$ cat src/hw/rtl/mpsc_pkg.sv
`timescale 1ns / 1ps
`default_nettype none
// ----------------------------------------------------------------------------
// mpsc_pkg: shared types and constants of the motor PI speed controller
// Fixed field widths, loop constants, command and register codes, and the
// structs that pass between the encoder counter, sequencer and top level.
// ----------------------------------------------------------------------------
package mpsc_pkg;

  // loop constants
  localparam int unsigned PWM_STEPS = 240;
  localparam int unsigned TOP_RPM   = 350;
  localparam int unsigned ADC_BITS  = 12;

  // field widths
  localparam int unsigned POT_W      = 12;
  localparam int unsigned DUTY_W     = 8;
  localparam int unsigned MEAS_RPM_W = 12;
  localparam int unsigned TGT_RPM_W  = 9;
  localparam int unsigned GAIN_W     = 8;
  localparam int unsigned RPP_W      = 16;
  localparam int unsigned CFG_IDX_W  = 3;
  localparam int unsigned CFG_DATA_W = 16;
  localparam int unsigned IN_DATA_W  = 16;
  localparam int unsigned IN_USER_W  = 2;
  localparam int unsigned OUT_DATA_W = 32;

  // config reset values
  localparam logic              CLOSED_LOOP_RST = 1'b0;
  localparam logic              TURN_DIR_RST    = 1'b1;
  localparam logic [GAIN_W-1:0] P_GAIN_RST      = 8'd12;
  localparam logic [GAIN_W-1:0] I_GAIN_RST      = 8'd30;
  localparam logic [RPP_W-1:0]  RPP_RST         = 16'd1369;

  // shared multiplier: signed a times unsigned b
  localparam int unsigned MUL_A_W = 34;
  localparam int unsigned MUL_B_W = 24;
  localparam int unsigned MUL_P_W = MUL_A_W + MUL_B_W + 1;

  // PI datapath widths
  localparam int unsigned E_W     = 26;  // speed error, rpm q8, +-2^24
  localparam int unsigned INTEG_W = 32;
  localparam int unsigned KP_W    = 23;  // p_gain * 100 * PWM_STEPS
  localparam int unsigned KI_W    = 16;  // i_gain * PWM_STEPS
  localparam int unsigned NUM_W   = 49;  // signed PI numerator
  localparam int unsigned REM_W   = 48;  // rounded numerator

  localparam longint unsigned ERR_LIMIT    = 64'd16777216;
  localparam longint unsigned ERR_MEAS_CAP = 2 * ERR_LIMIT;
  localparam longint unsigned DEN          = 64'd256000 * TOP_RPM;
  localparam longint unsigned HALF_DEN     = DEN / 2;
  localparam longint unsigned SAT_DEN      = DEN * PWM_STEPS;
  localparam int unsigned     KP_SCALE     = 100 * PWM_STEPS;

  // divide by DEN: drop its 2^12 factor, then multiply by the reciprocal of
  // the odd part; exact for every numerator below SAT_DEN
  localparam int unsigned     DEN_SHIFT   = 12;
  localparam longint unsigned DEN_ODD     = DEN >> DEN_SHIFT;
  localparam int unsigned     RECIP_SHIFT = 38;
  localparam longint unsigned RECIP       = ((64'd1 << RECIP_SHIFT) + DEN_ODD - 1) / DEN_ODD;

  typedef enum logic [IN_USER_W-1:0] {
    CMD_EDGE_A = 2'd0,
    CMD_EDGE_B = 2'd1,
    CMD_TICK   = 2'd2,
    CMD_STEP   = 2'd3
  } cmd_e;

  typedef enum logic [CFG_IDX_W-1:0] {
    REG_CLOSED_LOOP   = 3'd0,
    REG_TURN_DIR      = 3'd1,
    REG_P_GAIN        = 3'd2,
    REG_I_GAIN        = 3'd3,
    REG_RPM_PER_PULSE = 3'd4
  } cfg_reg_e;

  typedef enum logic [3:0] {
    ST_IDLE,
    ST_MEAS,
    ST_TGT,
    ST_OL,
    ST_CAP,
    ST_ERR,
    ST_INTEG,
    ST_KI,
    ST_PE,
    ST_IE,
    ST_RND,
    ST_CHK,
    ST_DIV,
    ST_OUT
  } seq_state_e;

  typedef struct packed {
    logic              closed_loop;
    logic [GAIN_W-1:0] p_gain;
    logic [GAIN_W-1:0] i_gain;
    logic [RPP_W-1:0]  rpm_per_pulse;
  } ctrl_cfg_t;

  typedef struct packed {
    logic inc_a;
    logic inc_b;
    logic tick;
    logic consume;
  } enc_ctrl_t;

  typedef struct packed {
    logic idle;
    logic consume;
    logic done;
  } seq_stat_t;

  typedef struct packed {
    logic [TGT_RPM_W-1:0]  target_rpm;
    logic [MEAS_RPM_W-1:0] measured_rpm;
    logic [DUTY_W-1:0]     duty;
  } ctrl_result_t;

endpackage
`default_nettype wire

$ cat src/hw/rtl/motor_pi_speed_control.sv
`timescale 1ns / 1ps
`default_nettype none
// ----------------------------------------------------------------------------
// motor_pi_speed_control: encoder counting and PI motor speed loop
// Counts encoder edges per PWM period and sets the PWM duty from the pot in
// open loop or through a PI law in closed loop.
// ----------------------------------------------------------------------------
//  channel   direction  handshake                      content
//  s_axis    in         s_axis_tvalid / s_axis_tready  tuser cmd, tdata pot sample
//  m_axis    out        m_axis_tvalid / m_axis_tready  duty, drive pins, rpm values
//  cfg       in         cfg_valid_i / cfg_ready_o      register index and data
//
// edges, period ticks and a control step with no pending period do not start the
// sequencer. a control step with a pending period walks it through its states,
// in closed loop with up to eight passes through the shared multiplier, the last a
// reciprocal multiply for the rounded duty. s_axis is not ready meanwhile.
// a finished result waits in the m_axis register; the sequencer holds its
// last state until that register is free. reset gives the config registers defaults.
// ----------------------------------------------------------------------------
module motor_pi_speed_control #(
  parameter int unsigned EDGE_COUNT_BITS = 16
) (
  input  logic                                clk_i,
  input  logic                                rst_ni,
  input  logic                                s_axis_tvalid,
  output logic                                s_axis_tready,
  // [11:0] pot_sample
  input  logic [mpsc_pkg::IN_DATA_W-1:0]      s_axis_tdata,
  // [1:0] cmd
  input  logic [mpsc_pkg::IN_USER_W-1:0]      s_axis_tuser,
  output logic                                m_axis_tvalid,
  input  logic                                m_axis_tready,
  // [7:0] duty, [8] drive_a, [9] drive_b, [21:10] measured_rpm, [30:22] target_rpm
  output logic [mpsc_pkg::OUT_DATA_W-1:0]     m_axis_tdata,
  input  logic                                cfg_valid_i,
  output logic                                cfg_ready_o,
  input  logic [mpsc_pkg::CFG_IDX_W-1:0]      cfg_index_i,
  input  logic [mpsc_pkg::CFG_DATA_W-1:0]     cfg_data_i
);
  import mpsc_pkg::*;

  ctrl_cfg_t    cfg_q;
  logic         turn_dir_q;
  logic         m_valid_q;
  logic [OUT_DATA_W-1:0] m_data_q;

  logic         in_acc;
  cmd_e         cmd;
  enc_ctrl_t    enc_ctrl;
  seq_stat_t    seq_stat;
  ctrl_result_t result;
  logic [EDGE_COUNT_BITS:0] pulses;
  logic         pending;
  logic         out_free;
  logic         start;

  assign in_acc        = s_axis_tvalid && s_axis_tready;
  assign cmd           = cmd_e'(s_axis_tuser);
  assign s_axis_tready = seq_stat.idle;
  assign cfg_ready_o   = 1'b1;
  assign out_free      = !m_valid_q || m_axis_tready;
  assign start         = in_acc && (cmd == CMD_STEP) && pending;

  always_comb begin
    enc_ctrl.inc_a   = in_acc && (cmd == CMD_EDGE_A);
    enc_ctrl.inc_b   = in_acc && (cmd == CMD_EDGE_B);
    enc_ctrl.tick    = in_acc && (cmd == CMD_TICK);
    enc_ctrl.consume = seq_stat.consume;
  end

  always_ff @(posedge clk_i or negedge rst_ni) begin
    if (!rst_ni) begin
      cfg_q.closed_loop   <= CLOSED_LOOP_RST;
      cfg_q.p_gain        <= P_GAIN_RST;
      cfg_q.i_gain        <= I_GAIN_RST;
      cfg_q.rpm_per_pulse <= RPP_RST;
      turn_dir_q          <= TURN_DIR_RST;
    end else if (cfg_valid_i) begin
      case (cfg_reg_e'(cfg_index_i))
        REG_CLOSED_LOOP:   cfg_q.closed_loop   <= cfg_data_i[0];
        REG_TURN_DIR:      turn_dir_q          <= cfg_data_i[0];
        REG_P_GAIN:        cfg_q.p_gain        <= cfg_data_i[GAIN_W-1:0];
        REG_I_GAIN:        cfg_q.i_gain        <= cfg_data_i[GAIN_W-1:0];
        REG_RPM_PER_PULSE: cfg_q.rpm_per_pulse <= cfg_data_i[RPP_W-1:0];
        default:           turn_dir_q          <= turn_dir_q;
      endcase
    end
  end

  mpsc_enc #(
    .EDGE_COUNT_BITS (EDGE_COUNT_BITS)
  ) u_enc (
    .clk_i     (clk_i),
    .rst_ni    (rst_ni),
    .ctrl_i    (enc_ctrl),
    .pulses_o  (pulses),
    .pending_o (pending)
  );

  mpsc_seq #(
    .PULSE_W (EDGE_COUNT_BITS + 1)
  ) u_seq (
    .clk_i      (clk_i),
    .rst_ni     (rst_ni),
    .start_i    (start),
    .out_free_i (out_free),
    .cfg_i      (cfg_q),
    .pot_i      (s_axis_tdata[POT_W-1:0]),
    .pulses_i   (pulses),
    .stat_o     (seq_stat),
    .result_o   (result)
  );

  // output register
  always_ff @(posedge clk_i or negedge rst_ni) begin
    if (!rst_ni) begin
      m_valid_q <= 1'b0;
    end else if (seq_stat.done && out_free) begin
      m_valid_q <= 1'b1;
    end else if (m_axis_tready) begin
      m_valid_q <= 1'b0;
    end
  end

  always_ff @(posedge clk_i) begin
    if (seq_stat.done && out_free) begin
      m_data_q <= OUT_DATA_W'({result.target_rpm, result.measured_rpm,
                               ~turn_dir_q, turn_dir_q, result.duty});
    end
  end

  assign m_axis_tvalid = m_valid_q;
  assign m_axis_tdata  = m_data_q;

endmodule
`default_nettype wire

$ cat src/hw/rtl/mpsc_enc.sv
`timescale 1ns / 1ps
`default_nettype none
// ----------------------------------------------------------------------------
// mpsc_enc: encoder edge counters and period latch
// Two saturating edge counters; a period tick latches their sum, clears them
// and marks the period pending until the sequencer consumes it.
// ----------------------------------------------------------------------------
module mpsc_enc #(
  parameter int unsigned EDGE_COUNT_BITS = 16
) (
  input  logic                     clk_i,
  input  logic                     rst_ni,
  input  mpsc_pkg::enc_ctrl_t      ctrl_i,
  output logic [EDGE_COUNT_BITS:0] pulses_o,
  output logic                     pending_o
);
  import mpsc_pkg::*;

  logic [EDGE_COUNT_BITS-1:0] edges_a_q;
  logic [EDGE_COUNT_BITS-1:0] edges_b_q;
  logic [EDGE_COUNT_BITS:0]   pulses_q;
  logic                       pending_q;

  always_ff @(posedge clk_i or negedge rst_ni) begin
    if (!rst_ni) begin
      edges_a_q <= '0;
      edges_b_q <= '0;
      pulses_q  <= '0;
      pending_q <= 1'b0;
    end else begin
      if (ctrl_i.tick) begin
        pulses_q  <= {1'b0, edges_a_q} + {1'b0, edges_b_q};
        edges_a_q <= '0;
        edges_b_q <= '0;
        pending_q <= 1'b1;
      end else begin
        // counters hold at full scale
        if (ctrl_i.inc_a && (edges_a_q != '1)) begin
          edges_a_q <= edges_a_q + 1'b1;
        end
        if (ctrl_i.inc_b && (edges_b_q != '1)) begin
          edges_b_q <= edges_b_q + 1'b1;
        end
        if (ctrl_i.consume) begin
          pulses_q  <= '0;
          pending_q <= 1'b0;
        end
      end
    end
  end

  assign pulses_o  = pulses_q;
  assign pending_o = pending_q;

endmodule
`default_nettype wire

$ cat src/hw/rtl/mpsc_mul.sv
`timescale 1ns / 1ps
`default_nettype none
// ----------------------------------------------------------------------------
// mpsc_mul: shared registered multiplier
// Signed a operand times unsigned b operand, product registered.
// ----------------------------------------------------------------------------
module mpsc_mul (
  input  logic                                 clk_i,
  input  logic signed [mpsc_pkg::MUL_A_W-1:0]  a_i,
  input  logic        [mpsc_pkg::MUL_B_W-1:0]  b_i,
  output logic signed [mpsc_pkg::MUL_P_W-1:0]  p_o
);
  import mpsc_pkg::*;

  logic signed [MUL_P_W-1:0] p_q;

  always_ff @(posedge clk_i) begin
    p_q <= a_i * $signed({1'b0, b_i});
  end

  assign p_o = p_q;

endmodule
`default_nettype wire

$ cat src/hw/rtl/mpsc_seq.sv
`timescale 1ns / 1ps
`default_nettype none
// ----------------------------------------------------------------------------
// mpsc_seq: control step sequencer
// Walks one control step through the shared multiplier: measured and target
// speed, open loop duty, then error, integral, PI sum and a rounded
// reciprocal-multiply divide for the closed loop duty.
// ----------------------------------------------------------------------------
module mpsc_seq #(
  parameter int unsigned PULSE_W = 17
) (
  input  logic                       clk_i,
  input  logic                       rst_ni,
  input  logic                       start_i,
  input  logic                       out_free_i,
  input  mpsc_pkg::ctrl_cfg_t        cfg_i,
  input  logic [mpsc_pkg::POT_W-1:0] pot_i,
  input  logic [PULSE_W-1:0]         pulses_i,
  output mpsc_pkg::seq_stat_t        stat_o,
  output mpsc_pkg::ctrl_result_t     result_o
);
  import mpsc_pkg::*;

  localparam int unsigned MEAS_W   = PULSE_W + RPP_W;
  localparam int unsigned MQ_W     = (MEAS_W > E_W + 1) ? MEAS_W : E_W + 1;
  localparam int unsigned TRAW_W   = POT_W + $clog2(TOP_RPM + 1);
  localparam int unsigned OL_W     = POT_W + $clog2(PWM_STEPS + 1);
  localparam int unsigned OLD_W    = OL_W - ADC_BITS;
  localparam int unsigned MW_W     = MEAS_W - 8;
  localparam int unsigned Q8_SHIFT = ADC_BITS - 8;
  localparam logic signed [E_W+1:0] ERR_HI = (E_W + 2)'(ERR_LIMIT);
  localparam logic signed [E_W+1:0] ERR_LO = -ERR_HI;

  seq_state_e state_q, state_d;

  logic        [POT_W-1:0]     pot_q;
  logic        [MEAS_W-1:0]    meas_q;
  logic        [TRAW_W-1:0]    traw_q;
  logic        [DUTY_W-1:0]    duty_q;
  logic signed [E_W-1:0]       e_q;
  logic signed [INTEG_W-1:0]   integ_q;
  logic        [KP_W-1:0]      kp_q;
  logic        [KI_W-1:0]      ki_q;
  logic signed [NUM_W-1:0]     acc_q;
  logic        [REM_W-1:0]     rem_q;

  logic signed [MUL_A_W-1:0] mul_a;
  logic        [MUL_B_W-1:0] mul_b;
  logic signed [MUL_P_W-1:0] mul_p;

  logic        [TRAW_W-1:0]  tgt_q8;
  logic        [MQ_W-1:0]    meas_ext;
  logic        [E_W:0]       mq_cap;
  logic signed [E_W+1:0]     err_diff;
  logic signed [E_W+1:0]     err_clamp;
  logic signed [INTEG_W:0]   integ_sum;
  logic signed [INTEG_W-1:0] integ_sat;
  logic        [OLD_W-1:0]   ol_duty;
  logic                      acc_nonpos;
  logic        [MW_W-1:0]    meas_whole;

  mpsc_mul u_mul (
    .clk_i (clk_i),
    .a_i   (mul_a),
    .b_i   (mul_b),
    .p_o   (mul_p)
  );

  // next state
  always_comb begin
    state_d = state_q;
    case (state_q)
      ST_IDLE:  if (start_i) state_d = ST_MEAS;
      ST_MEAS:  state_d = ST_TGT;
      ST_TGT:   state_d = ST_OL;
      ST_OL:    state_d = ST_CAP;
      ST_CAP:   state_d = cfg_i.closed_loop ? ST_ERR : ST_OUT;
      ST_ERR:   state_d = ST_INTEG;
      ST_INTEG: state_d = ST_KI;
      ST_KI:    state_d = ST_PE;
      ST_PE:    state_d = ST_IE;
      ST_IE:    state_d = ST_RND;
      ST_RND:   state_d = acc_nonpos ? ST_OUT : ST_CHK;
      ST_CHK:   state_d = (rem_q >= REM_W'(SAT_DEN)) ? ST_OUT : ST_DIV;
      ST_DIV:   state_d = ST_OUT;
      ST_OUT:   if (out_free_i) state_d = ST_IDLE;
      default:  state_d = ST_IDLE;
    endcase
  end

  // outputs: multiplier operands and status
  always_comb begin
    mul_a          = '0;
    mul_b          = '0;
    stat_o.idle    = 1'b0;
    stat_o.consume = 1'b0;
    stat_o.done    = 1'b0;
    case (state_q)
      ST_IDLE: begin
        stat_o.idle = 1'b1;
      end
      ST_MEAS: begin
        mul_a          = MUL_A_W'(pulses_i);
        mul_b          = MUL_B_W'(cfg_i.rpm_per_pulse);
        stat_o.consume = 1'b1;
      end
      ST_TGT: begin
        mul_a = MUL_A_W'(pot_q);
        mul_b = MUL_B_W'(TOP_RPM);
      end
      ST_OL: begin
        mul_a = MUL_A_W'(pot_q);
        mul_b = MUL_B_W'(PWM_STEPS);
      end
      ST_ERR: begin
        mul_a = MUL_A_W'(KP_SCALE);
        mul_b = MUL_B_W'(cfg_i.p_gain);
      end
      ST_INTEG: begin
        mul_a = MUL_A_W'(PWM_STEPS);
        mul_b = MUL_B_W'(cfg_i.i_gain);
      end
      ST_KI: begin
        mul_a = MUL_A_W'(e_q);
        mul_b = MUL_B_W'(kp_q);
      end
      ST_PE: begin
        mul_a = MUL_A_W'(integ_q);
        mul_b = MUL_B_W'(ki_q);
      end
      ST_CHK: begin
        // quotient by DEN through the reciprocal of its odd part
        mul_a = MUL_A_W'(rem_q >> DEN_SHIFT);
        mul_b = MUL_B_W'(RECIP);
      end
      ST_OUT: begin
        stat_o.done = 1'b1;
      end
      default: begin
        mul_a = '0;
      end
    endcase
  end

  // speed error, measured side capped before the subtract
  always_comb begin
    tgt_q8   = traw_q >> Q8_SHIFT;
    meas_ext = MQ_W'(meas_q);
    mq_cap   = (meas_ext > MQ_W'(ERR_MEAS_CAP)) ? (E_W + 1)'(ERR_MEAS_CAP)
                                                : meas_ext[E_W:0];
    err_diff = $signed((E_W + 2)'(tgt_q8)) - $signed((E_W + 2)'(mq_cap));
    if (err_diff > ERR_HI) begin
      err_clamp = ERR_HI;
    end else if (err_diff < ERR_LO) begin
      err_clamp = ERR_LO;
    end else begin
      err_clamp = err_diff;
    end
  end

  // integral accumulate with signed saturation
  always_comb begin
    integ_sum = (INTEG_W + 1)'(integ_q) + (INTEG_W + 1)'(e_q);
    if (integ_sum[INTEG_W] != integ_sum[INTEG_W-1]) begin
      integ_sat = integ_sum[INTEG_W] ? {1'b1, {(INTEG_W - 1){1'b0}}}
                                     : {1'b0, {(INTEG_W - 1){1'b1}}};
    end else begin
      integ_sat = integ_sum[INTEG_W-1:0];
    end
  end

  always_comb begin
    ol_duty    = mul_p[OL_W-1:ADC_BITS];
    acc_nonpos = acc_q[NUM_W-1] || (acc_q == '0);
  end

  always_ff @(posedge clk_i or negedge rst_ni) begin
    if (!rst_ni) begin
      state_q <= ST_IDLE;
      integ_q <= '0;
    end else begin
      state_q <= state_d;
      if (state_q == ST_INTEG) begin
        integ_q <= integ_sat;
      end
    end
  end

  always_ff @(posedge clk_i) begin
    case (state_q)
      ST_IDLE: begin
        if (start_i) begin
          pot_q <= POT_W'(pot_i[ADC_BITS-1:0]);
        end
      end
      ST_TGT: begin
        meas_q <= mul_p[MEAS_W-1:0];
      end
      ST_OL: begin
        traw_q <= mul_p[TRAW_W-1:0];
      end
      ST_CAP: begin
        duty_q <= (ol_duty > OLD_W'(PWM_STEPS)) ? DUTY_W'(PWM_STEPS) : DUTY_W'(ol_duty);
      end
      ST_ERR: begin
        e_q <= E_W'(err_clamp);
      end
      ST_INTEG: begin
        kp_q <= mul_p[KP_W-1:0];
      end
      ST_KI: begin
        ki_q <= mul_p[KI_W-1:0];
      end
      ST_PE: begin
        acc_q <= mul_p[NUM_W-1:0];
      end
      ST_IE: begin
        acc_q <= acc_q + mul_p[NUM_W-1:0];
      end
      ST_RND: begin
        // round half away from zero: the sum is used only for a positive numerator
        rem_q <= REM_W'(acc_q) + REM_W'(HALF_DEN);
        if (acc_nonpos) begin
          duty_q <= '0;
        end
      end
      ST_CHK: begin
        if (rem_q >= REM_W'(SAT_DEN)) begin
          duty_q <= DUTY_W'(PWM_STEPS);
        end
      end
      ST_DIV: begin
        duty_q <= mul_p[RECIP_SHIFT +: DUTY_W];
      end
      default: begin
        duty_q <= duty_q;
      end
    endcase
  end

  always_comb begin
    meas_whole            = meas_q[MEAS_W-1:8];
    result_o.duty         = duty_q;
    result_o.measured_rpm = (meas_whole > MW_W'({MEAS_RPM_W{1'b1}})) ? {MEAS_RPM_W{1'b1}}
                                                                     : MEAS_RPM_W'(meas_whole);
    result_o.target_rpm   = TGT_RPM_W'(traw_q >> ADC_BITS);
  end

endmodule
`default_nettype wire

$ cat config.mk
export PLATFORM = sky130hd
export DESIGN_NAME = motor_pi_speed_control
export DESIGN_NICKNAME = d
export VERILOG_FILES = /design/src/hw/rtl/mpsc_pkg.sv /design/src/hw/rtl/motor_pi_speed_control.sv /design/src/hw/rtl/mpsc_enc.sv /design/src/hw/rtl/mpsc_mul.sv /design/src/hw/rtl/mpsc_seq.sv
export SDC_FILE = /design/constraint.sdc
export NUM_CORES = 2
export LEC_CHECK = 0
export ABC_AREA = 1
export BUFFER_PORTS_ARGS = -buffer_cell sky130_fd_sc_hd__buf_4
export CAP_MARGIN = 25
export CORE_MARGIN = 2
export CORE_UTILIZATION = 60
export CTS_CLUSTER_SIZE = 30
export DETAILED_ROUTE_END_ITERATION = 10
export PLACE_DENSITY = 0.85
export SKIP_LAST_GASP = 1
export SLEW_MARGIN = 10
export SYNTH_ARGS = -nofsm -noshare
export SYNTH_HDL_FRONTEND = slang
export SYNTH_SLANG_ARGS = --single-unit
$ cat constraint.sdc
create_clock -name clk_i -period 15.4 [get_ports clk_i]
set_input_delay 2.31 -clock clk_i [delete_from_list [all_inputs] [get_ports clk_i]]
set_output_delay 2.31 -clock clk_i [all_outputs]
set_load 0.03 [all_outputs]
==> impl_metrics.yaml <==
status:
  status: "complete, no violations"
job:
  maxCapViolCount: 0
sta:
  setup_ws_ns: 5.21
  setup_tns_ns: 0
  rsz0062_at_grt: "false"
  finalHoldViolCount: 0
  period_share: 0.662
  max_freq_mhz: 98.1
  period_needed_ns: 10.19
  drv_slew: 0
  final.setup_skew_ns: 0.0234
  slew_headroom: 0.286
  setup_viol: 0
  worstMarginPinSlew_ns: 1.07
clocking:
  insertion_delay_ns: 0.57
  cts_max_level: 2
  clock-sinks: 421
  clockBufferDepth: 3
  cts_made_buffers: 41
  cts_tree: "built"
  post-cts-setup-buffer-count: 0
  ctsHoldBuffers: 0
  cts_resized: 0
  cts-root-buf: "clkbuf_16"
  clkTransAtPathRegs_ns: 0.07
synthesis:
  ys.flop_type: "edfxtp_1"
  synth.area.top_cells: "fa_1 (30%), edfxtp_1 (15%), inv_1 (9.9%)"
  seq_area_frac_synth: 0.236
  ys_ff_latch: 421
  netlist_instances: 5857
  synth_cell_types: 71
  synth_top_area_frac: 0.296
  synth_area_leader_cell: "fa_1"
  synth_edf_count: 251
  synthArstFlopShare: 0.287
  syn_avg_cell_area_um2: 8.37
  syn_area_um2: 49000
  synth_nets: 6879
  synth_warnings: 0
global_routing:
  globalRoute.totalOverflow: 0
  antenna_found_initial: 8
  track_usage: 0.370
  grt_first_pass_wirelength_um: 237000
  grtUsageMet3: 0.0892
  gr-usage-met2: 0.560
  use_met1: 0.489
  grt_pass1_vias: 41600
  grt_max_degree: 78
  top_usage_layer: "met2"
placed_design:
  portBuffers: 70
  gp_congestion: 1.02
  place_ws_ns: 5.59
  dpl.hpwl_um: 121000
  dp.cells: 6893
detailed_routing:
  dr.pass1.iters: 8
  vias_per_cell: 5.86
  drtIter0Drc: 4593
  dr_total_vias: 40900
  drc: 0
  wirelength_um: 153000
  ant_nets: 0
  post_drt_wl_per_cell_um: 21.9
setup_path:
  crit_fanout: 27
  crit_family: "adder cells"
  crit_required_ns: 15.84
  cp_slowest_cell: "inv_1"
  path_buf_inv: 10
  timing.rr.start: "u_seq.state_q[2]"
  crit_path_end_kind: "flip-flop"
  max_stage_delay_ns: 0.73
  crit_start: "u_seq.state_q[2]"
  arrival_ns: 10.64
  worst_setup_path_start_kind: "flip-flop"
  crit_type: "reg -> reg"
final_layout:
  area_growth_syn_to_layout_pct: 6.62
  fin_nets: 6902
  drive_gt1_frac: 0.0550
  mostFrequentLayoutCells: "inv_1 (1288), nand2_1 (1170), fa_1 (725)"
  instances_no_fill: 6974
  final_common_cell: "inv_1"
  nFillCells: 6563
die:
  die-area_um2: 84000
  die_h_um: 290
  io_pins: 77
  fp.dieW_um: 290
  floorplan.initialDensity: 0.608
  fp-row-count: 104
  core_area_um2: 80700
worst_hold_path:
  hold_class: "reg -> reg"
  hold_start: "u_seq.duty_q[1]"
power_and_ir_drop:
  ir_worst_vdd_mv: 0.158
  p_leak_uw: 0.0256
  powerDensity_nw_per_um2: 202
[path summary, 6_finish.rpt]
check	end	slack, ns	cells after the start
max	u_seq.u_mul.p_o[46]	5.21	33
min	m_axis_tdata[1]	0.42	0
max reg2reg	u_seq.u_mul.p_o[46]	5.21	33
min reg2reg	m_axis_tdata[1]	0.42	0
max in group asynchronous	u_seq.integ_q[28]	12.38	3
min in group asynchronous	u_enc.edges_a_q[0]	1.65	1
[registers in the layout, summed over array words and instances, names as in the netlist]
signal	count
u_seq.u_mul.p_o	49
u_seq.rem_q	36
u_seq.kp_q	23
u_seq.state_q	4
cfg_q	33
u_seq.traw_q	17
u_enc.edges_b_q	16
u_seq.acc_q	49
m_axis_tvalid	1
u_enc.edges_a_q	16
u_seq.duty_q	8
u_enc.pulses_o	17
u_seq.e_q	26
u_seq.integ_q	32
u_seq.pot_q	12
u_seq.ki_q	16
m_axis_tdata	31
u_enc.pending_o	1
u_seq.meas_ext	33
turn_dir_q	1
[cell usage after synthesis, drive strengths merged, types with 16 or more instances]
library cell     n
a211oi          17
a21o            16
a21oi          264
a22o            17
a31oi           31
buf             48
clkbuf         112
dfrtp          108
dfxtp           49
edfxtp         251
fa             725
ha             255
inv           1305
nand2         1181
nand3          135
nand4           43
nor2           666
nor3            51
nor4            41
o21a            20
o21ai          214
or2             25
xnor2           71
xor2            93
[layer usage]
metal,vias up,part of all wire
li1,18000,-
met1,19900,0.37
met2,2368,0.44
met3,581,0.12
met4,6,0.073
met5,-,0.00026
[stage by stage]
step	hold WS, ns	power (µW)	utilization	instance area [µm²]
floorplan	0.400	6780	-	49000
global placement	0.402	9070	0.629	50800
detailed placement	0.405	9260	0.630	50800
CTS	0.418	10400	0.647	52200
global route	0.424	11400	0.648	52300
finish	0.419	10600	0.648	52300
[kinds of logic (layout without fill, tap and decap cells)]
group	Yosys count	in the layout	share of synthesized area
AOI/OAI and AO/OA	652	652	0.0770
xor gates and xnor gates	164	164	0.0296
DFF	421	421	0.236
and+or+nand+nor	2162	2162	0.181
other	2	4	0.000153
adders and majority gates	980	980	0.361
buffers and inverters	1474	1529	0.115
muxes	2	2	0.000459
[report_power, final]
group / internal [µW] / leakage, µW / switching (µW)
Sequential: 1610 / 0.00419 / 312
Clock: 604 / 0.000666 / 459
Combinational: 2440 / 0.0208 / 5150
Total: 4650 / 0.0256 / 5920
[cell type report]
class | instances | area (µm²) | share of cell area
Inverter | 1314 | 4930 | 0.0944
Clock inverter | 22 | 260 | 0.00498
Clock buffer | 53 | 1120 | 0.0215
Timing Repair Buffer | 140 | 1100 | 0.0211
Tap cell | 1060 | 1330 | 0.0254
Antenna cell | 2 | 5.00 | 0.0000958
Multi-Input combinational cell | 3962 | 31900 | 0.611
Sequential cell | 421 | 11600 | 0.221
No activity file was read; power rests on OpenSTA's default activity.
